--- config.mk ---
export PLATFORM = sky130hd
export DESIGN_NAME = lobbp_ctrl
export DESIGN_NICKNAME = d
export VERILOG_FILES = /design/src/hw/rtl/lobbp_pkg.sv /design/src/hw/rtl/lobbp_ctrl.sv
export SDC_FILE = /design/constraint.sdc
export NUM_CORES = 1
export LEC_CHECK = 0
export ABC_AREA = 1
export ABC_CLOCK_PERIOD_IN_PS = 7200
export BUFFER_PORTS_ARGS = -buffer_cell sky130_fd_sc_hd__buf_2
export CAP_MARGIN = 20
export CORE_AREA = 5 5 300 302
export DETAILED_ROUTE_END_ITERATION = 8
export DIE_AREA = 0 0 305 307
export PLACE_DENSITY_LB_ADDON = 0.12
export RECOVER_POWER = 25
export SYNTH_ARGS = -nofsm -noshare
export SYNTH_HDL_FRONTEND = slang
export SYNTH_SLANG_ARGS = --single-unit
export TNS_END_PERCENT = 100
--- constraint.sdc ---
create_clock -name aclk -period 7.2 [get_ports aclk]
set_input_delay 1.44 -clock aclk [delete_from_list [all_inputs] [get_ports aclk]]
set_output_delay 1.44 -clock aclk [all_outputs]
set_load 0.05 [all_outputs]
--- src/hw/rtl/lobbp_pkg.sv ---
// ----------------------------------------------------------------------------
// lobbp_pkg: shared types and constants for the best-price order book
// Scan token layout, slot write command, status codes and side bytes.
// ----------------------------------------------------------------------------
package lobbp_pkg;

    // Operation selector carried on s_tuser
    localparam logic FUNC_ADD    = 1'b0;
    localparam logic FUNC_CANCEL = 1'b1;

    // ASCII side bytes
    localparam logic [7:0] SIDE_BID = 8'd66;
    localparam logic [7:0] SIDE_ASK = 8'd83;

    // Result status codes
    localparam logic [2:0] ST_ADDED        = 3'd0;
    localparam logic [2:0] ST_CANCELLED    = 3'd1;
    localparam logic [2:0] ST_NOT_FOUND    = 3'd2;
    localparam logic [2:0] ST_SIDE_IGNORED = 3'd3;
    localparam logic [2:0] ST_FULL         = 3'd4;

    // Token that walks the cell row; slot indexes travel beside it
    typedef struct packed {
        logic        valid;
        logic [31:0] id;
        logic        bid_hit;     // matching bid found so far
        logic [31:0] bid_price;
        logic [31:0] bid_age;
        logic        ask_hit;     // matching ask found so far
        logic [31:0] ask_price;
        logic [31:0] ask_age;
        logic        free_hit;    // free slot found so far
        logic        bid_have;    // at least one resting bid
        logic [31:0] best_bid;
        logic        ask_have;    // at least one resting ask
        logic [31:0] best_ask;
    } lobbp_tok_t;

    // Slot write command, index travels beside it
    typedef struct packed {
        logic        set;
        logic        clr;
        logic        is_ask;
        logic [31:0] price;
        logic [31:0] id;
        logic [31:0] stamp;
    } lobbp_wr_t;

endpackage

--- src/hw/rtl/lobbp_ctrl.sv ---
// ----------------------------------------------------------------------------
// lobbp_ctrl: sequencer of the order book
// Accepts one order message, runs a search scan (not for an add with an unknown
// side), commits the slot change, runs a top-of-book scan and presents the result.
// ----------------------------------------------------------------------------
module lobbp_ctrl
    import lobbp_pkg::*;
#(
    parameter int IDX_W = 6
) (
    input  logic             aclk,
    input  logic             aresetn,
    // input stream
    input  logic             s_tvalid,
    output logic             s_tready,
    input  logic [71:0]      s_tdata,   // order_id[31:0], side[39:32], price[71:40]
    input  logic [0:0]       s_tuser,   // func[0]
    // result stream
    output logic             m_tvalid,
    input  logic             m_tready,
    output logic [71:0]      m_tdata,   // best_bid[31:0], bid_present[32],
                                        // best_ask[64:33], ask_present[65], zero pad
    output logic [2:0]       m_tuser,   // status[2:0]
    // cell row
    output lobbp_tok_t       launch,
    input  lobbp_tok_t       tok_last,
    input  logic [IDX_W-1:0] bid_idx_last,
    input  logic [IDX_W-1:0] ask_idx_last,
    input  logic [IDX_W-1:0] free_idx_last,
    output lobbp_wr_t        wr,
    output logic [IDX_W-1:0] wr_idx,
    output logic [31:0]      arrival
);

    localparam logic [1:0] S_IDLE  = 2'd0;
    localparam logic [1:0] S_SCAN1 = 2'd1;
    localparam logic [1:0] S_SCAN2 = 2'd2;
    localparam logic [1:0] S_DONE  = 2'd3;

    logic [1:0]  state_reg, state_next;
    lobbp_tok_t  launch_reg, launch_next;
    logic        func_reg, func_next;
    logic        is_ask_reg, is_ask_next;
    logic [31:0] price_reg, price_next;
    logic [31:0] id_reg, id_next;
    logic [2:0]  status_reg, status_next;
    logic [31:0] ctr_reg, ctr_next;
    logic [31:0] hold_bid_reg, hold_bid_next;
    logic [31:0] hold_ask_reg, hold_ask_next;
    logic        hold_bpres_reg, hold_bpres_next;
    logic        hold_apres_reg, hold_apres_next;
    logic        m_valid_reg, m_valid_next;
    logic [2:0]  m_status_reg, m_status_next;
    logic [31:0] m_bid_reg, m_bid_next;
    logic [31:0] m_ask_reg, m_ask_next;
    logic        m_bpres_reg, m_bpres_next;
    logic        m_apres_reg, m_apres_next;

    logic [31:0] in_id;
    logic [7:0]  in_side;
    logic [31:0] in_price;

    assign in_id    = s_tdata[31:0];
    assign in_side  = s_tdata[39:32];
    assign in_price = s_tdata[71:40];

    assign s_tready = (state_reg == S_IDLE);

    // Sequencer and commit logic
    always_comb begin
        state_next        = state_reg;
        launch_next       = launch_reg;
        launch_next.valid = 1'b0;
        func_next         = func_reg;
        is_ask_next       = is_ask_reg;
        price_next        = price_reg;
        id_next           = id_reg;
        status_next       = status_reg;
        ctr_next          = ctr_reg;
        hold_bid_next     = hold_bid_reg;
        hold_ask_next     = hold_ask_reg;
        hold_bpres_next   = hold_bpres_reg;
        hold_apres_next   = hold_apres_reg;
        m_valid_next      = m_valid_reg && !m_tready;
        m_status_next     = m_status_reg;
        m_bid_next        = m_bid_reg;
        m_ask_next        = m_ask_reg;
        m_bpres_next      = m_bpres_reg;
        m_apres_next      = m_apres_reg;
        wr                = '0;
        wr_idx            = '0;

        unique case (state_reg)
            S_IDLE: begin
                if (s_tvalid) begin
                    func_next         = s_tuser[0];
                    is_ask_next       = (in_side == SIDE_ASK);
                    price_next        = in_price;
                    id_next           = in_id;
                    launch_next       = '0;
                    launch_next.valid = 1'b1;
                    launch_next.id    = in_id;
                    if (s_tuser[0] == FUNC_ADD && in_side != SIDE_BID &&
                        in_side != SIDE_ASK) begin
                        status_next = ST_SIDE_IGNORED;
                        state_next  = S_SCAN2;
                    end else begin
                        state_next  = S_SCAN1;
                    end
                end
            end
            S_SCAN1: begin
                if (tok_last.valid) begin
                    if (func_reg == FUNC_ADD) begin
                        if (tok_last.free_hit) begin
                            wr.set      = 1'b1;
                            wr.is_ask   = is_ask_reg;
                            wr.price    = price_reg;
                            wr.id       = id_reg;
                            wr.stamp    = ctr_reg;
                            wr_idx      = free_idx_last;
                            ctr_next    = ctr_reg + 32'd1;
                            status_next = ST_ADDED;
                        end else begin
                            status_next = ST_FULL;
                        end
                    end else if (tok_last.bid_hit) begin
                        wr.clr      = 1'b1;
                        wr_idx      = bid_idx_last;
                        status_next = ST_CANCELLED;
                    end else if (tok_last.ask_hit) begin
                        wr.clr      = 1'b1;
                        wr_idx      = ask_idx_last;
                        status_next = ST_CANCELLED;
                    end else begin
                        status_next = ST_NOT_FOUND;
                    end
                    // second pass sees the updated slots
                    launch_next       = '0;
                    launch_next.valid = 1'b1;
                    state_next        = S_SCAN2;
                end
            end
            S_SCAN2: begin
                if (tok_last.valid) begin
                    hold_bid_next   = tok_last.best_bid;
                    hold_ask_next   = tok_last.best_ask;
                    hold_bpres_next = tok_last.bid_have;
                    hold_apres_next = tok_last.ask_have;
                    state_next      = S_DONE;
                end
            end
            S_DONE: begin
                if (!m_valid_reg || m_tready) begin
                    m_valid_next  = 1'b1;
                    m_status_next = status_reg;
                    m_bid_next    = hold_bid_reg;
                    m_ask_next    = hold_ask_reg;
                    m_bpres_next  = hold_bpres_reg;
                    m_apres_next  = hold_apres_reg;
                    state_next    = S_IDLE;
                end
            end
            default: begin
                state_next = S_IDLE;
            end
        endcase
    end

    // Control registers
    always_ff @(posedge aclk) begin
        if (!aresetn) begin
            state_reg        <= S_IDLE;
            launch_reg.valid <= 1'b0;
            ctr_reg          <= '0;
            m_valid_reg      <= 1'b0;
        end else begin
            state_reg   <= state_next;
            launch_reg  <= launch_next;
            ctr_reg     <= ctr_next;
            m_valid_reg <= m_valid_next;
        end
    end

    // Payload registers
    always_ff @(posedge aclk) begin
        func_reg       <= func_next;
        is_ask_reg     <= is_ask_next;
        price_reg      <= price_next;
        id_reg         <= id_next;
        status_reg     <= status_next;
        hold_bid_reg   <= hold_bid_next;
        hold_ask_reg   <= hold_ask_next;
        hold_bpres_reg <= hold_bpres_next;
        hold_apres_reg <= hold_apres_next;
        m_status_reg   <= m_status_next;
        m_bid_reg      <= m_bid_next;
        m_ask_reg      <= m_ask_next;
        m_bpres_reg    <= m_bpres_next;
        m_apres_reg    <= m_apres_next;
    end

    assign launch   = launch_reg;
    assign arrival  = ctr_reg;
    assign m_tvalid = m_valid_reg;
    assign m_tuser  = m_status_reg;
    assign m_tdata  = {6'd0, m_apres_reg, m_ask_reg, m_bpres_reg, m_bid_reg};

`ifndef SYNTHESIS
    // a token only reaches the row end while a scan is pending
    a_tok_in_scan: assert property (@(posedge aclk) disable iff (!aresetn)
        tok_last.valid |-> (state_reg == S_SCAN1 || state_reg == S_SCAN2))
        else $error("scan token arrived outside a scan");

    // arrival counter only ever steps by one
    a_ctr_step: assert property (@(posedge aclk) disable iff (!aresetn)
        1'b1 |=> (ctr_reg == $past(ctr_reg) || ctr_reg == $past(ctr_reg) + 32'd1))
        else $error("arrival counter jumped");

    // an empty side reports a zero price
    a_empty_zero: assert property (@(posedge aclk) disable iff (!aresetn)
        m_valid_reg |-> ((m_bpres_reg || m_bid_reg == 32'd0) &&
                         (m_apres_reg || m_ask_reg == 32'd0)))
        else $error("empty side with nonzero price");

    // a slot write only comes out of the commit step
    a_wr_commit: assert property (@(posedge aclk) disable iff (!aresetn)
        (wr.set || wr.clr) |-> (state_reg == S_SCAN1 && tok_last.valid && !(wr.set && wr.clr)))
        else $error("slot write outside commit");
`endif

endmodule

# Word level (Yosys, flattened, before mapping)

Index checks and enable logic that the tools add are counted.

Output and inout port bits: 444
Logic and storage cells: 93
Register bits after elaboration: 469
Input bits: 325

Muxes and demuxes: 34
Add/subtract/negate cells: 1
Reduce and logical (&&, ||, !) cells: 15
Eq/ne operators: 11
Bitwise logic cells: 2

Operators by type and width:

| cell                                                             | count |
|---|---|
| 230-bit two-way mux                                              | 2 |
| 230-bit case mux with 2 select lines                             | 1 |
| 99-bit two-way mux                                               | 2 |
| 97-bit two-way mux                                               | 2 |
| 6-bit two-way mux                                                | 6 |
| 32-bit by 1-bit adder with 32-bit output (second input constant) | 1 |
| 8-bit by 7-bit != test with 1-bit output (second input constant) | 2 |
| 4-bit AND reduction                                              | 4 |
| 3-bit two-way mux                                                | 5 |
| 2-bit two-way mux                                                | 7 |
| 8-bit by 7-bit == test with 1-bit output (second input constant) | 1 |
| 2-bit != test (second input constant)                            | 4 |
| 2-bit case mux with 4 select lines                               | 1 |
| 1-bit two-way mux                                                | 7 |
| 3-bit case mux with 2 select lines                               | 1 |
| 2-bit AND reduction                                              | 3 |
| 2-bit == test (second input constant)                            | 2 |
| 1-bit logical AND                                                | 3 |
| 2-bit by 1-bit == test with 1-bit output (second input constant) | 1 |
| 1-bit logical NOT                                                | 2 |
| 2-bit logical NOT                                                | 1 |
| 2-bit by 1-bit != test with 1-bit output (second input constant) | 1 |
| 1-bit NOT                                                        | 2 |
| 2-bit nonzero test                                               | 1 |
| 1-bit logical OR                                                 | 1 |

# Longest topological paths before layout

Word-level depth: 6
Gate-level depth with buffers: 11
Gate-level depth less buffers: 10

# Least setup slack after synthesis

OpenSTA, ideal clock, no wires.

Path type: input port to flip-flop
Start: input port m_tready
End: register m_apres_reg, enable pin
Cell stages on the path: 2
Setup time: 518 ps
Required time: 6,682 ps
Data arrival time: 4,830 ps
Slack: 1,851 ps
Path buffers: 0
Cell sequence: inv_1 a21oi_1

Cells in the longest elaborated chain, start to end: 2

Ends and longest elaborated chain:

| item                                 | RTL line          | text |
|---|---|---|
| start: declaration                   | lobbp_ctrl.sv:20  | `input logic m_tready,` |
| 1-bit logical OR                     | lobbp_ctrl.sv:154 | `if (!m_valid_reg \|\| m_tready) begin` |
| 2-bit AND reduction (no source line) | n/a               |  |
| end signal: assignment               | lobbp_ctrl.sv:200 | `m_apres_reg <= m_apres_next;` |
| end: declaration                     | lobbp_ctrl.sv:57  | `logic m_apres_reg, m_apres_next;` |

No other way between the ends.
A chain may end at the register's enable or synchronous reset.

==> results summary <==
The count of instances resized after the clock tree is built came out at 0. The die outline area came out at 93600 um^2. The worst-margin pin slew is 0.960 ns. The worst register-to-register path begins at state_reg[0]$_SDFFE_PN0P_. The number of cells traversed by the worst register-to-register path came out at 7. Counting flops with an async set or reset pin after synthesis yields a share of 0%.

On the worst path, the slowest cell contributes a delay of 0.34 ns. In this run, the number of DRC markers left after iteration 0 of detailed routing was 350. The clock drives 272 sinks.

The detail route stage leaves a number of antenna-violating nets equal to 0. Counting flops and latches in the post-synthesis netlist gives 272. The total CTS buffers is 38. During I/O placement, the number of pins put on the boundary was 769.

The insertion delay to the later sink of the worst-skew pair is 0.55 ns. For this run, the number of Yosys warnings is 0. In this run the power density over the cells is 332 nW/um^2. The setup skew after layout came out at 0.0202 ns. The min-delay analysis places its worst path in the category reg2reg. Traced cell by cell, the critical path runs through buf_2, inv_1, nor2_1, nand2_4, buf_16, nor2_1, buf_2. The power share of the combinational group came out at 24.2%. The leakage power summed over all cells is 7.15 nW.

The number of setup violations in the final report is 0. The width of the die came out at 305 um. TritonCTS built the clock tree. The number of global-route vias before repair is 8345. The multi-input combinational cells in the finished layout cover a total of 2610 um^2.

The dominant register cell in the synthesized netlist is edfxtp_1. For the worst setup path, the data arrival time is 2.93 ns. The average size of a mapped cell is 10.9 um^2. Setup repair after global routing left no endpoint under its margin.

The post-synthesis to final-layout area growth is 33.0%. Hold timing on the final database bottoms out at a slack of 0.399 ns. The element type at the critical path end is an output port. The net switching component of the power is 1.91 mW. The layout has 9828 filler cells. The placer congestion estimate came out at 0.757.

The startpoint identified for the worst hold timing path is hold_ask_reg[1]$_DFFE_PP_. The most critical setup path has its startpoint at tok_last[66]. The post-CTS setup-driven buffer insertion count is 0. The portion of the post-synthesis area used by sequential elements came out at 65.3%. The vertical extent of the die came out at 307 um. The portion of the clock cycle consumed by the worst path in the final layout came out at 60.7%.

The max-slew violation count came out at 0. The fraction of final layout cells with drive strength greater than 1 is 29.8%. The worst path required time came out at 5.76 ns. The highest ir drop seen on vdd came out at 0.202 mV. The register with the most flip-flops in the layout has 33 of them. The part of the power in registers is 40.3%. The largest individual stage delay along the critical path comes from the cell buf_2. The clock passes through at most 3 buffers. The number of antenna violations at the first check in global routing came to 8. The final layout contains routed wiring with a total length of 44.2 mm. The global-route usage over all layers came out at 8.85%. The detailed-route DRC error count came out at 0. Once the floorplan was initialized, standard cells occupied 13.7% of the core. Across all layers, the routed design uses 8293 vias.

The worst setup path is launched from an input pin. The total of hold buffers inserted after clock tree synthesis came out at 0. The worst pin sits at a relative slew slack of 36.0%.

The cell area after synthesis came out at 12000 um^2. The post-synthesis cell count is 1096. The clock network power share is 35.5%. In this run the standard cell core region covers 87400 um^2. The number of maximum-capacitance constraint violations came out at 0. The sum of negative setup slack came out at 0 ns.

The clock slew at the register clock pins of the worst setup and hold paths came out at 0.06 ns. The peak clock frequency supported by timing is 229 MHz. The hold-critical path depth is 0. The run finished with clean final reports. The number of cell rows is 109. The smallest clock period supported by the final layout is computed as 4.37 ns.

Dividing the detail-routed wire length by the instance count gives 16.2 um. The number of distinct library cell variants in the gate-level netlist after synthesis is 27. The first global-routing pass estimated 61.3 mm of wire. The tree is rooted in a clkbuf_16. The level count of the clock H-tree is 2. The count of buffers inserted at the top-level ports came out at 405. The sequential cell area is 7810 um^2. The fraction of power spent switching nets came out at 36.3%.

The path with the worst hold slack has its endpoint at m_ask_reg[1]$_DFFE_PP_. The hold violation count in the final report is 0. Using the TritonRoute via totals, the vias-per-cell ratio works out to 3.04. The maximum number of pins on one net before global-route repair is 84.

The net count of the finished layout is 1857. Along the worst path, the maximum fanout reaches 59. The internal power came out at 3.36 mW.

The number of synthesized flops with an enable pin is 236. The length of the first detailed-routing pass in iterations came out at 4. The register-to-register setup slack is 4.87 ns.

The half-perimeter wire length of the detailed placement result came out at 33.7 mm. The critical path is of the in2out type. The endpoint identified for the worst register-to-register timing path is price_reg[4]$_DFFE_PP_. The global route total overflow is 0.
## worst max-delay path by stage
stage	end	slack [ns]	cells past startpoint
2_1_floorplan	m_apres_reg$_DFFE_PP_	1.85	2
3_3_place_gp	wr[87]	2.35	7
3_5_place_dp	wr[83]	2.31	7
4_1_cts	wr[83]	2.31	7
5_1_grt	wr[0]	2.67	7
6_report	wr[0]	2.83	7
## cells by family (layout without fill, tap and decap cells)
logic type | Yosys count | in the layout | share of synthesized area (%)
buffers and inverters | 411 | 670 | 19.4
and+or+nand+nor | 368 | 368 | 12.9
DFF | 272 | 272 | 65.3
AOI/OAI and AO/OA | 38 | 38 | 1.72
adders and majority gates | 5 | 5 | 0.523
other | 1 | 205 | 0.0314
xor gates and xnor gates | 1 | 1 | 0.0733
## area by class of cell
cell class                      instances  share of cell area, %
Antenna cell                            2                 0.0315
Clock buffer                           45                   6.15
Clock inverter                         25                   1.52
Inverter                              187                   4.42
Multi-Input combinational cell        615                   16.4
Sequential cell                       272                   49.1
Tap cell                             1165                   9.17
Timing Repair Buffer                  413                   13.2
## critical path, delay by kind of cell
kind,cells,cell delay [ns]
simple gates,3,0.69
buf+inv,4,0.78
## power by group through the flow
stage               sequential [mW]  clock, mW  combinational, mW
finish                         2.13       1.87               1.28
global route                   2.15       2.05               1.37
CTS                            2.13       1.98               1.32
detailed placement             2.16          0               1.32
global placement               2.16          0               1.30
floorplan                      2.49          0              0.668
## metal layers
| metal | share of wire [%] | GRT usage (%) | vias to the layer above |
|---|---|---|---|
| li1 | - | - | 3935 |
| met5 | 0.079 | 0 | - |
| met1 | 43 | 11.2 | 3924 |
| met2 | 42 | 12.9 | 358 |
| met4 | 2.3 | 2.24 | 6 |
| met3 | 13 | 5.23 | 70 |
## metrics by stage
step                instances  utilization (%)  power, mW  worst slack [ns]  instance area (um^2)
detailed placement       2651             16.8       3.47              2.31                 14700
global placement         2650             16.8       3.46              2.35                 14600
floorplan                1298                -       3.15              1.85                 12700
global route             2722             18.2       5.57              2.67                 15900
finish                   2724             18.2       5.28              2.83                 15900
CTS                      2721             18.2       5.43              2.31                 15900
## Yosys cell counts (3+ instances only)
library cell | instances | area [um^2]
nor3_1 | 9 | 45.0
inv_1 | 185 | 694
o21ai_0 | 13 | 65.1
ha_1 | 5 | 62.6
clkbuf_1 | 12 | 45.0
nand4_1 | 14 | 87.6
nand3_1 | 21 | 105
buf_2 | 7 | 35.0
nor2_1 | 192 | 721
nor2_2 | 3 | 18.8
nand2_1 | 118 | 443
nor2_4 | 3 | 33.8
buf_4 | 205 | 1540
a21oi_1 | 18 | 90.1
o211ai_1 | 6 | 45.0
dfxtp_1 | 36 | 721
edfxtp_1 | 236 | 7090
## cell usage in the layout, fill, tap and decap left out, types with 14 or more instances in the layout
cell type	synthesis	routed
buf_2	7	382
nor2_1	192	191
a21oi_1	18	17
clkbuf_1	12	30
clkbuf_16	0	38
dfxtp_1	36	36
nand3_1	21	21
nand2_1	118	117
inv_1	185	183
conb_1	1	203
nand4_1	14	14
edfxtp_1	236	236
Note: power is estimated with default switching activity, not from simulation.
