--- config.mk ---
export PLATFORM = sky130hd
export DESIGN_NAME = lobbp_cell
export DESIGN_NICKNAME = d
export VERILOG_FILES = /design/src/hw/rtl/lobbp_pkg.sv /design/src/hw/rtl/lobbp_cell.sv
export SDC_FILE = /design/constraint.sdc
export NUM_CORES = 1
export LEC_CHECK = 0
export BUFFER_PORTS_ARGS = -buffer_cell sky130_fd_sc_hd__clkbuf_2
export CORE_AREA = 2 2 243 245
export DETAILED_ROUTE_END_ITERATION = 7
export DIE_AREA = 0 0 245 247
export HOLD_SLACK_MARGIN = 0.02
export RECOVER_POWER = 100
export SYNTH_ARGS = -nofsm -noshare
export SYNTH_HDL_FRONTEND = slang
export SYNTH_SLANG_ARGS = --single-unit
--- constraint.sdc ---
create_clock -name aclk -period 7.26 [get_ports aclk]
set_clock_uncertainty 0.2 [all_clocks]
set_input_delay 2.178 -clock aclk [delete_from_list [all_inputs] [get_ports aclk]]
set_output_delay 2.178 -clock aclk [all_outputs]
set_load 0.005 [all_outputs]
--- src/hw/rtl/lobbp_pkg.sv ---
// ----------------------------------------------------------------------------
// lobbp_pkg: shared types and constants for the best-price order book
// Scan token layout, slot write command, status codes and side bytes.
// ----------------------------------------------------------------------------
package lobbp_pkg;

    // Operation selector carried on s_tuser
    localparam logic FUNC_ADD    = 1'b0;
    localparam logic FUNC_CANCEL = 1'b1;

    // ASCII side bytes
    localparam logic [7:0] SIDE_BID = 8'd66;
    localparam logic [7:0] SIDE_ASK = 8'd83;

    // Result status codes
    localparam logic [2:0] ST_ADDED        = 3'd0;
    localparam logic [2:0] ST_CANCELLED    = 3'd1;
    localparam logic [2:0] ST_NOT_FOUND    = 3'd2;
    localparam logic [2:0] ST_SIDE_IGNORED = 3'd3;
    localparam logic [2:0] ST_FULL         = 3'd4;

    // Token that walks the cell row; slot indexes travel beside it
    typedef struct packed {
        logic        valid;
        logic [31:0] id;
        logic        bid_hit;     // matching bid found so far
        logic [31:0] bid_price;
        logic [31:0] bid_age;
        logic        ask_hit;     // matching ask found so far
        logic [31:0] ask_price;
        logic [31:0] ask_age;
        logic        free_hit;    // free slot found so far
        logic        bid_have;    // at least one resting bid
        logic [31:0] best_bid;
        logic        ask_have;    // at least one resting ask
        logic [31:0] best_ask;
    } lobbp_tok_t;

    // Slot write command, index travels beside it
    typedef struct packed {
        logic        set;
        logic        clr;
        logic        is_ask;
        logic [31:0] price;
        logic [31:0] id;
        logic [31:0] stamp;
    } lobbp_wr_t;

endpackage

--- src/hw/rtl/lobbp_cell.sv ---
// ----------------------------------------------------------------------------
// lobbp_cell: one order slot of the book
// Holds one resting order and updates the passing scan token: first free
// slot, best cancel candidate per side, and best bid / best ask.
// ----------------------------------------------------------------------------
module lobbp_cell
    import lobbp_pkg::*;
#(
    parameter int IDX_W = 6,
    parameter int IDX   = 0
) (
    input  logic             aclk,
    input  logic             aresetn,
    input  lobbp_tok_t       tok_in,
    input  logic [IDX_W-1:0] bid_idx_in,
    input  logic [IDX_W-1:0] ask_idx_in,
    input  logic [IDX_W-1:0] free_idx_in,
    input  lobbp_wr_t        wr,
    input  logic [IDX_W-1:0] wr_idx,
    input  logic [31:0]      arrival,
    output lobbp_tok_t       tok_out,
    output logic [IDX_W-1:0] bid_idx_out,
    output logic [IDX_W-1:0] ask_idx_out,
    output logic [IDX_W-1:0] free_idx_out
);

    localparam logic [IDX_W-1:0] MY_IDX = IDX_W'(IDX);

    logic        valid_reg;
    logic        is_ask_reg;
    logic [31:0] price_reg;
    logic [31:0] id_reg;
    logic [31:0] stamp_reg;

    lobbp_tok_t       tok_reg, tok_next;
    logic [IDX_W-1:0] bid_idx_reg, bid_idx_next;
    logic [IDX_W-1:0] ask_idx_reg, ask_idx_next;
    logic [IDX_W-1:0] free_idx_reg, free_idx_next;

    logic        sel;
    logic        id_eq;
    logic [31:0] age;

    assign sel   = (wr_idx == MY_IDX);
    assign id_eq = (id_reg == tok_in.id);
    assign age   = arrival - stamp_reg;

    // Slot storage
    always_ff @(posedge aclk) begin
        if (!aresetn) begin
            valid_reg <= 1'b0;
        end else if (sel && wr.set) begin
            valid_reg <= 1'b1;
        end else if (sel && wr.clr) begin
            valid_reg <= 1'b0;
        end
    end

    always_ff @(posedge aclk) begin
        if (sel && wr.set) begin
            is_ask_reg <= wr.is_ask;
            price_reg  <= wr.price;
            id_reg     <= wr.id;
            stamp_reg  <= wr.stamp;
        end
    end

    // Token update against this slot
    always_comb begin
        tok_next      = tok_in;
        bid_idx_next  = bid_idx_in;
        ask_idx_next  = ask_idx_in;
        free_idx_next = free_idx_in;

        if (!valid_reg && !tok_in.free_hit) begin
            tok_next.free_hit = 1'b1;
            free_idx_next     = MY_IDX;
        end

        // cancel candidate: lowest price, then oldest
        if (valid_reg && !is_ask_reg && id_eq) begin
            if (!tok_in.bid_hit || price_reg < tok_in.bid_price ||
                (price_reg == tok_in.bid_price && age > tok_in.bid_age)) begin
                tok_next.bid_hit   = 1'b1;
                tok_next.bid_price = price_reg;
                tok_next.bid_age   = age;
                bid_idx_next       = MY_IDX;
            end
        end
        if (valid_reg && is_ask_reg && id_eq) begin
            if (!tok_in.ask_hit || price_reg < tok_in.ask_price ||
                (price_reg == tok_in.ask_price && age > tok_in.ask_age)) begin
                tok_next.ask_hit   = 1'b1;
                tok_next.ask_price = price_reg;
                tok_next.ask_age   = age;
                ask_idx_next       = MY_IDX;
            end
        end

        // top of book
        if (valid_reg && !is_ask_reg) begin
            if (!tok_in.bid_have || price_reg > tok_in.best_bid) begin
                tok_next.best_bid = price_reg;
            end
            tok_next.bid_have = 1'b1;
        end
        if (valid_reg && is_ask_reg) begin
            if (!tok_in.ask_have || price_reg < tok_in.best_ask) begin
                tok_next.best_ask = price_reg;
            end
            tok_next.ask_have = 1'b1;
        end
    end

    // Hand the token to the next cell
    always_ff @(posedge aclk) begin
        if (!aresetn) begin
            tok_reg.valid <= 1'b0;
        end else begin
            tok_reg      <= tok_next;
            bid_idx_reg  <= bid_idx_next;
            ask_idx_reg  <= ask_idx_next;
            free_idx_reg <= free_idx_next;
        end
    end

    assign tok_out      = tok_reg;
    assign bid_idx_out  = bid_idx_reg;
    assign ask_idx_out  = ask_idx_reg;
    assign free_idx_out = free_idx_reg;

endmodule

==> Word-level counts from Yosys, hierarchy flattened <==
Index checks and enable logic that the tools add are counted.
{ "totals": {"reg_bits": 346, "latch_bits": 0, "ram_bits": 0, "rom_bits": 0, "in_bits": 387, "output_inout_bits": 248, "wordCells": 69, "mem_count": 0} }
{ "op_classes": {"add_sub_neg": 1, "n_mul": 0, "div_mod_pow": 0, "magnitude_cmp": 6, "n_eq_ne": 3, "shift": 0, "n_mux": 14, "bitwise": 0, "reduce_logical": 24} }
{ "ops": {"columns": ["cell", "n"], "rows": [
  ["two-way mux 65 bit", 4],
  ["two-way mux 32 bit", 4],
  ["equality test 32 bit", 3],
  ["greater-than comparator 32 bit", 3],
  ["less-than comparator 32 bit", 3],
  ["subtractor 32 bit", 1],
  ["two-way mux 6 bit", 4],
  ["logical AND 1 bit", 9],
  ["zero test 1 bit", 7],
  ["zero test 6 bit", 1],
  ["logical OR 1 bit", 6],
  ["two-way mux 1 bit", 2],
  ["nonzero test 2 bit", 1]
]} }

==> Logic depth before layout (Yosys ltp) <==
Gate-level depths: netlist of the first run.
{ "logic_depth": {"word_depth": 6, "mapped_depth": 23, "depth_no_buf": 21} }

==> Worst setup path before layout of the first run <==
OpenSTA, ideal clock, no wires.
{ "synth_timing": {"path_kind": "in2reg", "start": "input arrival[0]", "end": "register tok_reg, in the netlist tok_out[96], data pin", "setup_time_ns": 0.260, "arrival_time_ns": 6.310, "required_time_ns": 6.800, "setup_slack_ns": 0.491, "path_stages": 20, "n_path_buf": 0, "cell_sequence": "inv_1 ha_1 inv_1 fa_1 a21o_1 a221oi_2 a21oi_2 o21ai_2 nand2_1 a311oi_1 nand3_1 and2_1 ha_1 and4_1 nand4_1 nor3_1 a21oi_2 or4_4 a21oi_4 mux2_2"} }
{ "synth_rtl": {"columns": ["item", "line_no", "text"], "rows": [
  ["from (decl)", "lobbp_cell.sv:20", "input logic [31:0] arrival,"],
  ["to (signal assigned)", "lobbp_cell.sv:120", "tok_reg <= tok_next;"],
  ["to (decl)", "lobbp_cell.sv:35", "lobbp_tok_t tok_reg, tok_next;"]
]} }

==> metrics.yaml, run 1 <==
coreArea_sq_mm: 0.0582
synth_edf_count: 344
postSynthAreaPerCell_sq_um: 11.6
reg2reg_from: "stamp_reg[0]$_DFFE_PP_"
globalRouteOverflowTotal: 0
worst_path_largest_cell_delay_ns: 0.43
rsz0062_at_grt: "false"
synthToLayoutAreaGrowth_pct: 27.1
synth_area_leaders: "edfxtp_1 (52%), ha_1 (14%), mux2_2 (4.9%)"
cpLargestDelayFamily: "compound AO/OA/AOI/OAI gates"
worstPathRequired_ns: 7.37
cts.reportedPaths.clkPinSlew_ns: 0.06
post-dp-hpwl_mm: 54.8
arrival_ns: 7.17
dr.pass1.iters: 5
fin_tns_setup_ns: 0
io_buffer_count: 634
fmax_mhz: 142
place.gp.congestion: 0.918
worst_pin_slew_ns: 3.10
layout.nets: 2995
ys_ff_latch: 346
ys_seq_area_frac: 0.524
failed_checks: "capacitance limit, slew limit"
drt-wirelength-per-cell_microns: 21.5
drtIter0Drc: 912
slew_headroom: -1.07
finalSetupViolCount: 0
cts-root-buf: "clkbuf_16"
min_period_ns: 7.05
crit_fanout: 44
initial_utilization: 0.340
fp-row-count: 89
min-delay-path-class: "register to register"
drc: 0
worst_path_max_delay_cell: "nor4bb_2"
antenna_found_initial: 8
track_usage: 0.218
wl_mm: 68.8
clkLatencyLatePin_ns: 0.57
drive_above_1_share: 0.260
crit_chain: "clkbuf_2 -> inv_1 -> ha_1 -> inv_1 -> fa_1 -> a21o_1 -> a221oi_2 -> a21oi_2 -> o21ai_2 -> a21oi_1 -> or2_4 -> a311oi_2 -> buf_4 -> ha_1 -> nand4_1 -> nor4bb_2 -> buf_4 -> o41ai_1 -> a31oi_1 -> o31a_2 -> buf_12 -> mux2_2"
ir_worst_vdd_v: 0.000165
grt_pass1_vias: 16172
postRouteAntennaNets: 0
hold_depth: 1
drv_cap: 5
synth_top_area_share: 0.522
htree_levels: 2
fin_crit_sh: 0.971
cts_buffers: 42
synth_fp_nets: 2314
status: "finished, violations left"
synth_top_area_cell: "edfxtp_1"
synth_ff_type: "edfxtp_1"
via_per_inst: 5.00
clockBufferDepth: 3
die_x_microns: 245
grt_max_degree: 102
yosysUniqueCellTypes: 72
yosysWarnings: 0
worst_setup_path_start_kind: "primary input"
cts_sinks: 346
largest_reg_flops: 230
slew_violations: 300
fin_util: 0.432
worstSetupPathType: "primary input to register"
holdPathEnd: "tok_out[66]$_SDFFCE_PP1P_"
end_kind: "register"
r2r-end: "tok_out[161]$_DFFE_PP_"
cp_num_buf_inv: 6
post_cts_buffers: 0
num_io_pins: 635
async_flop_share: 0
die_y_microns: 247
r2r_cells: 20
synth_common_cells: "edfxtp_1 (344), inv_1 (232), ha_1 (222)"
synth_cells: 1704
leakagePower_nw: 11.1
yosysMostFrequentCell: "edfxtp_1"
power-per-cell-area_mw_per_mm2: 207
hold_violations: 0
via_count: 15979
cts_tree: "yes"
grt_pass1_wl_mm: 98.2
min_from: "valid_reg$_SDFFE_PN0P_"
syn_area_sq_mm: 0.0198
reg2reg_slack_ns: 1.67
die_area_sq_mm: 0.0605
## cell usage in the layout, fill, tap and decap left out, types with 5 or more instances in the layout
master / n
bufinv_16: 5
nand4_1: 48
and3_1: 8
clkbuf_1: 221
mux2_2: 82
or3_1: 5
clkinv_2: 7
or2_2: 5
a221oi_1: 5
and2_1: 6
xor2_1: 42
a211oi_1: 10
clkbuf_2: 431
o211ai_1: 13
and4_1: 6
edfxtp_1: 344
a31oi_1: 7
buf_4: 24
nor4_1: 11
nor3_1: 13
diode_2: 6
and2b_2: 6
nand3_1: 24
nor2_1: 28
nand2b_1: 8
a21o_1: 54
o21a_1: 5
xnor2_1: 16
mux2_1: 5
clkbuf_16: 43
clkinv_1: 5
inv_1: 232
o21ai_1: 8
a21oi_1: 94
nor2b_1: 23
o21ai_0: 125
ha_1: 222
nand2_1: 147
## per-layer routing
layer | wire, microns | part of all wire | global-route usage | vias to the layer above
met5 | 18 | 0.00026 | 0 | -
met2 | 34000 | 0.49 | 0.382 | 584
li1 | - | - | - | 7601
met3 | 4400 | 0.064 | 0.0414 | 129
met1 | 28000 | 0.41 | 0.267 | 7661
met4 | 2430 | 0.035 | 0.0787 | 4
## power by group
group          switching, mW  leakage, nW  internal (mW)
Clock                  0.868        0.672           1.27
Combinational          0.410         7.15          0.304
Sequential            0.0394         3.31           2.32
Total                   1.32         11.1           3.89
## per-stage QoR
stage	worst slack (ns)	hold WS [ns]	cell area [sq um]	total power, mW	std cells
finish	0.208	0.488	25200	5.21	3195
global route	0.0368	0.499	25200	5.43	3193
CTS	0.213	0.491	25500	5.30	3189
detailed placement	-0.383	0.488	24100	3.14	3114
global placement	-0.240	0.482	24100	3.12	3114
floorplan	0.491	0.304	19800	2.72	1704
## area by class of cell
cell class / count / area, sq um
inverters: 232 / 871
flip-flops and latches: 346 / 10400
well taps: 773 / 967
diodes: 6 / 15.0
repair buffers: 676 / 3220
clock buffers: 51 / 1110
multi-input cells: 1087 / 8350
clock inverters: 24 / 278
fillers: 5609 / 33100
## what timing repair did
action / 4_1_cts / 5_1_grt
hold endpoints to repair: 0 / 0
resized for setup: 0 / 2
setup endpoints to repair: 0 / 43
hold buffers: 0 / 0
## kinds of logic (layout without fill, tap and decap cells)
logic type | Yosys count | in the layout | synth area share
AO/OA/AOI/OAI | 363 | 363 | 0.113
buffers and inverters | 271 | 983 | 0.0547
multiplexers | 91 | 91 | 0.0515
adder cells (fa/ha/maj) | 223 | 223 | 0.141
AND/OR/NAND/NOR | 352 | 352 | 0.0896
XOR/XNOR | 58 | 58 | 0.0257
flip-flops | 346 | 346 | 0.524
other | 0 | 6 | 0
## worst max path at each step
stage | from | to | cells past startpoint
after global placement | arrival[0] | tok_out[148]$_DFFE_PP_ | 22
after detailed placement | arrival[0] | tok_out[149]$_DFFE_PP_ | 22
final | arrival[0] | tok_out[161]$_DFFE_PP_ | 22
after floorplan | arrival[0] | tok_out[96]$_DFFE_PP_ | 20
after global routing | arrival[0] | tok_out[189]$_DFFE_PP_ | 25
after CTS | arrival[0] | tok_out[164]$_DFFE_PP_ | 22
Power figures use the tool's default switching activity.
==> run 2: changes to the inputs <==
- CORE_AREA: 2 2 243 245 -> 2 2 248 250
- DIE_AREA: 0 0 245 247 -> 0 0 250 252
==> metrics.yaml, run 2 (synthesis gave the netlist of run 1 again) <==
power-per-cell-area_mw_per_mm2: 210
layout_common_cells: "clkbuf_2 (419), edfxtp_1 (344), inv_1 (232)"
min_period_ns: 7.03
die_x_microns: 250
leakagePower_nw: 11.2
drc: 0
ir_worst_vdd_v: 0.000162
grt_pass1_vias: 16036
wl_mm: 69.9
worst_setup_path_start_kind: "primary input"
cts-root-buf: "clkbuf_16"
globalRouteOverflowTotal: 0
crit_fanout: 6
largest_reg_flops: 230
final_common_cell: "clkbuf_2"
track_usage: 0.214
fp-row-count: 90
finalSetupViolCount: 0
die_y_microns: 252
initial_utilization: 0.329
synthToLayoutAreaGrowth_pct: 27.7
postRouteAntennaNets: 0
cts_tree: "yes"
clockBufferDepth: 3
worst_pin_slew_ns: 4.50
fin_util: 0.421
failed_checks: "capacitance limit, slew limit"
worstPathRequired_ns: 7.37
antenna_found_initial: 10
worstSetupPathType: "primary input to register"
io_buffer_count: 634
drt-wirelength-per-cell_microns: 21.8
worst_path_largest_cell_delay_ns: 0.58
cts_buffers: 43
slew_violations: 191
rsz0062_at_grt: "false"
num_io_pins: 635
post_cts_buffers: 0
place.gp.congestion: 0.935
post-dp-hpwl_mm: 56.0
power.total_mw: 5.31
drtIter0Drc: 968
fill_cells: 5922
cts.reportedPaths.clkPinSlew_ns: 0.06
hold_buffers: 0
grt_pass1_wl_mm: 101
fin_crit_sh: 0.968
layout.nets: 2997
dr.pass1.iters: 5
fmax_mhz: 142
clkLatencyLatePin_ns: 0.58
drv_cap: 4
fin_tns_setup_ns: 0
die_area_sq_mm: 0.0630
via_count: 15990
crit_chain: "clkbuf_2 -> ha_1 -> a21o_1 -> a2bb2oi_1 -> a21oi_1 -> o211a_1 -> o21ai_0 -> mux2i_1 -> or2_2 -> ha_1 -> and4_1 -> nand4_1 -> nor3_1 -> clkbuf_1 -> a21oi_1 -> or4_1 -> a21oi_4 -> clkbuf_1 -> and2b_2"
htree_levels: 2
worst_path_max_delay_cell: "or4_1"
cts_sinks: 346
drive_above_1_share: 0.260
end_kind: "register"
status: "finished, violations left"
min-delay-path-class: "register to register"
grt_max_degree: 106
arrival_ns: 7.15
coreArea_sq_mm: 0.0601
cts_resized: 0
hold_violations: 0
via_per_inst: 4.98
slew_headroom: -2.00
==> run 2: cell types whose count changed in the layout (fill, tap and decap cells not counted), sizes merged <==
cell | before | now
clkbuf | 697 | 689
buf | 30 | 36
clkinvlp | 2 | 5
inv | 232 | 234
clkinv | 17 | 18
diode | 6 | 5
dlymetal6s4s | 0 | 1
==> run 2: final cells by class <==
cell class / instances / area, sq um / share of cell area
Sequential cell: 346 / 10400 / 0.410
Multi-Input combinational cell: 1087 / 8340 / 0.330
Timing Repair Buffer: 677 / 3280 / 0.130
Clock buffer: 49 / 1140 / 0.0451
Tap cell: 782 / 978 / 0.0387
Inverter: 232 / 871 / 0.0344
Clock inverter: 30 / 307 / 0.0121
Antenna cell: 5 / 12.5 / 0.000495
==> run 2: path summary, 6_finish.rpt <==
kind / start / to / slack, ns / cells after the start
setup / recovery: arrival[6] / ask_idx_out[1]$_DFFE_PP_ / 0.23 / 19
hold / removal: valid_reg$_SDFFE_PN0P_ / tok_out[66]$_SDFFCE_PP1P_ / 0.52 / 1
setup reg to reg: stamp_reg[4]$_DFFE_PP_ / ask_idx_out[1]$_DFFE_PP_ / 1.59 / 19
hold reg to reg: valid_reg$_SDFFE_PN0P_ / tok_out[66]$_SDFFCE_PP1P_ / 0.52 / 1
==> run 2: power breakdown <==
group / total [mW] / leakage (nW) / internal, mW / switching [mW]
sequential: 2.36 / 3.31 / 2.32 / 0.0418
combinational: 0.719 / 7.15 / 0.308 / 0.411
clock: 2.23 / 0.700 / 1.31 / 0.914
total: 5.31 / 11.2 / 3.94 / 1.37
==> run 2: worst max-delay path, delay by kind of cell <==
| family | cells | cell delay (ns) |
|---|---|---|
| adder cells (fa/ha/maj) | 2 | 0.67 |
| buffers and inverters | 3 | 0.49 |
| AND/OR/NAND/NOR | 6 | 1.75 |
| AO/OA/AOI/OAI | 7 | 1.86 |
| multiplexers | 1 | 0.20 |
==> run 2: through the flow <==
stage               setup slack, ns  instances  hold WS, ns  cell area (sq um)
global route                 0.0673       3206        0.527              25300
finish                        0.230       3208        0.518              25300
detailed placement           -0.119       3124        0.526              24200
floorplan                     0.491       1704        0.304              19800
CTS                           0.468       3203        0.523              25600
global placement            -0.0475       3124        0.510              24200
==> run 2: routing by layer <==
metal,vias to the layer above,routed length [microns],GRT usage
met2,580,34900,0.375
met5,-,66,0
li1,7615,-,-
met3,110,4370,0.0401
met1,7675,28500,0.264
met4,10,2050,0.0719
==> run 3: changes to the inputs <==
- CORE_AREA: 2 2 248 250 -> 2 2 247 249
- DIE_AREA: 0 0 250 252 -> 0 0 249 251
==> metrics.yaml, run 3 (synthesis gave the netlist of run 1 again) <==
status: "finished, violations left"
failed_checks: "capacitance limit, slew limit"
cts_sinks: 346
drt-wirelength-per-cell_microns: 21.8
clockBufferDepth: 3
die_area_sq_mm: 0.0625
slew_headroom: -2.13
cts_resized: 0
leakagePower_nw: 11.1
drv_cap: 5
dr.pass1.iters: 5
coreArea_sq_mm: 0.0598
via_per_inst: 5.01
crit_fanout: 26
num_io_pins: 635
grt_pass1_vias: 16294
cp-endpoint: "tok_out[165]$_DFFE_PP_"
power-per-cell-area_mw_per_mm2: 209
arrival_ns: 6.98
grt_pass1_wl_mm: 103
synthToLayoutAreaGrowth_pct: 27.5
cts_tree: "yes"
track_usage: 0.218
drtIter0Drc: 873
power.total_mw: 5.27
worst_pin_slew_ns: 4.70
post-dp-hpwl_mm: 56.3
fill_cells: 5857
drc: 0
hold_buffers: 0
hold_violations: 0
regArea_sq_mm: 0.0104
grt_max_degree: 123
via_count: 16086
postRouteAntennaNets: 0
drive_above_1_share: 0.255
post_cts_buffers: 0
largest_reg_flops: 230
cts-root-buf: "clkbuf_16"
final_common_cell: "clkbuf_2"
cts_buffers: 43
wl_mm: 70.0
fp-row-count: 90
startpoint: "arrival[0]"
multi_input_area_sq_mm: 0.00833
end_kind: "register"
layout_common_cells: "clkbuf_2 (412), edfxtp_1 (344), clkbuf_1 (240)"
rsz0062_at_grt: "false"
fmax_mhz: 145
slew_violations: 205
place.gp.congestion: 0.942
globalRouteOverflowTotal: 0
antenna_found_initial: 5
reg2reg_from: "stamp_reg[0]$_DFFE_PP_"
r2r_cells: 22
htree_levels: 2
fin_crit_sh: 0.952
worst_setup_path_start_kind: "primary input"
min-delay-path-class: "register to register"
clkLatencyLatePin_ns: 0.56
worstPathRequired_ns: 7.33
io_buffer_count: 634
min_period_ns: 6.91
fin_util: 0.422
layout.nets: 3002
finalSetupViolCount: 0
worstSetupPathType: "primary input to register"
initial_utilization: 0.331
die_y_microns: 251
die_x_microns: 249
reg2reg_slack_ns: 1.79
cts.reportedPaths.clkPinSlew_ns: 0.06
ir_worst_vdd_v: 0.000153
r2r-end: "tok_out[165]$_DFFE_PP_"
-- run 3: cell types whose count changed in the layout (fill, tap and decap cells not counted), moves of 2 or more --
cell and delta:
buf_4 +3, clkbuf_1 +16, clkbuf_2 -7, clkbuf_4 +2
clkbuf_8 -2, clkinv_2 -5
-- run 3: worst max-delay path: stages --
cell and delay (ns):
clkbuf_2 0.08, inv_1 0.05, ha_1 0.15, inv_1 0.06
fa_1 0.41, a21o_1 0.20, a221oi_2 0.30, a21oi_1 0.19
o21ai_2 0.20, a21oi_1 0.16, or2_0 0.33, a211oi_2 0.46
ha_1 0.22, nand4_1 0.17, nor4bb_1 0.45, buf_4 0.19
nand2_1 0.04, o21ai_0 0.16, a31oi_1 0.06, o31a_2 0.35
buf_12 0.18, buf_12 0.16, nand2_1 0.05, o21ai_0 0.13
-- run 3: worst min path at each step --
stage	start	end	cells after the start
2_1_floorplan	valid_reg$_SDFFE_PN0P_	tok_out[66]$_SDFFCE_PP1P_	1
3_3_place_gp	valid_reg$_SDFFE_PN0P_	tok_out[66]$_SDFFCE_PP1P_	1
3_5_place_dp	valid_reg$_SDFFE_PN0P_	tok_out[66]$_SDFFCE_PP1P_	1
4_1_cts	valid_reg$_SDFFE_PN0P_	tok_out[66]$_SDFFCE_PP1P_	1
5_1_grt	valid_reg$_SDFFE_PN0P_	tok_out[66]$_SDFFCE_PP1P_	1
6_report	valid_reg$_SDFFE_PN0P_	tok_out[66]$_SDFFCE_PP1P_	1
-- run 3: cell type report --
cell class / instances / area share
Antenna cell: 5 / 0.000495
Clock buffer: 53 / 0.0458
Clock inverter: 23 / 0.0103
Inverter: 232 / 0.0345
Multi-Input combinational cell: 1087 / 0.330
Sequential cell: 346 / 0.411
Tap cell: 782 / 0.0387
Timing Repair Buffer: 682 / 0.130
-- run 3: routing by layer --
metal  wire [microns]  vias to the layer above  GRT usage
met3             3950                      118     0.0371
met2            35000                      591      0.384
met5               24                        -          0
li1                 -                     7615          -
met1            28800                     7758      0.270
met4             2340                        4     0.0745
-- run 3: metrics by stage --
step	std cells	worst slack (ns)	setup TNS [ns]	hold WS, ns	cell area (sq um)
after floorplan	1704	0.491	0	0.304	19800
after global placement	3129	-0.0193	-0.127	0.504	24200
after detailed placement	3129	-0.0990	-2.94	0.509	24200
after CTS	3205	0.486	0	0.526	25600
after global routing	3208	0.0527	0	0.546	25200
final	3210	0.349	0	0.520	25300
-- run 3: power breakdown --
group / switching, mW / internal, mW
sequential: 0.0435 / 2.32
clock: 0.875 / 1.31
combinational: 0.412 / 0.306
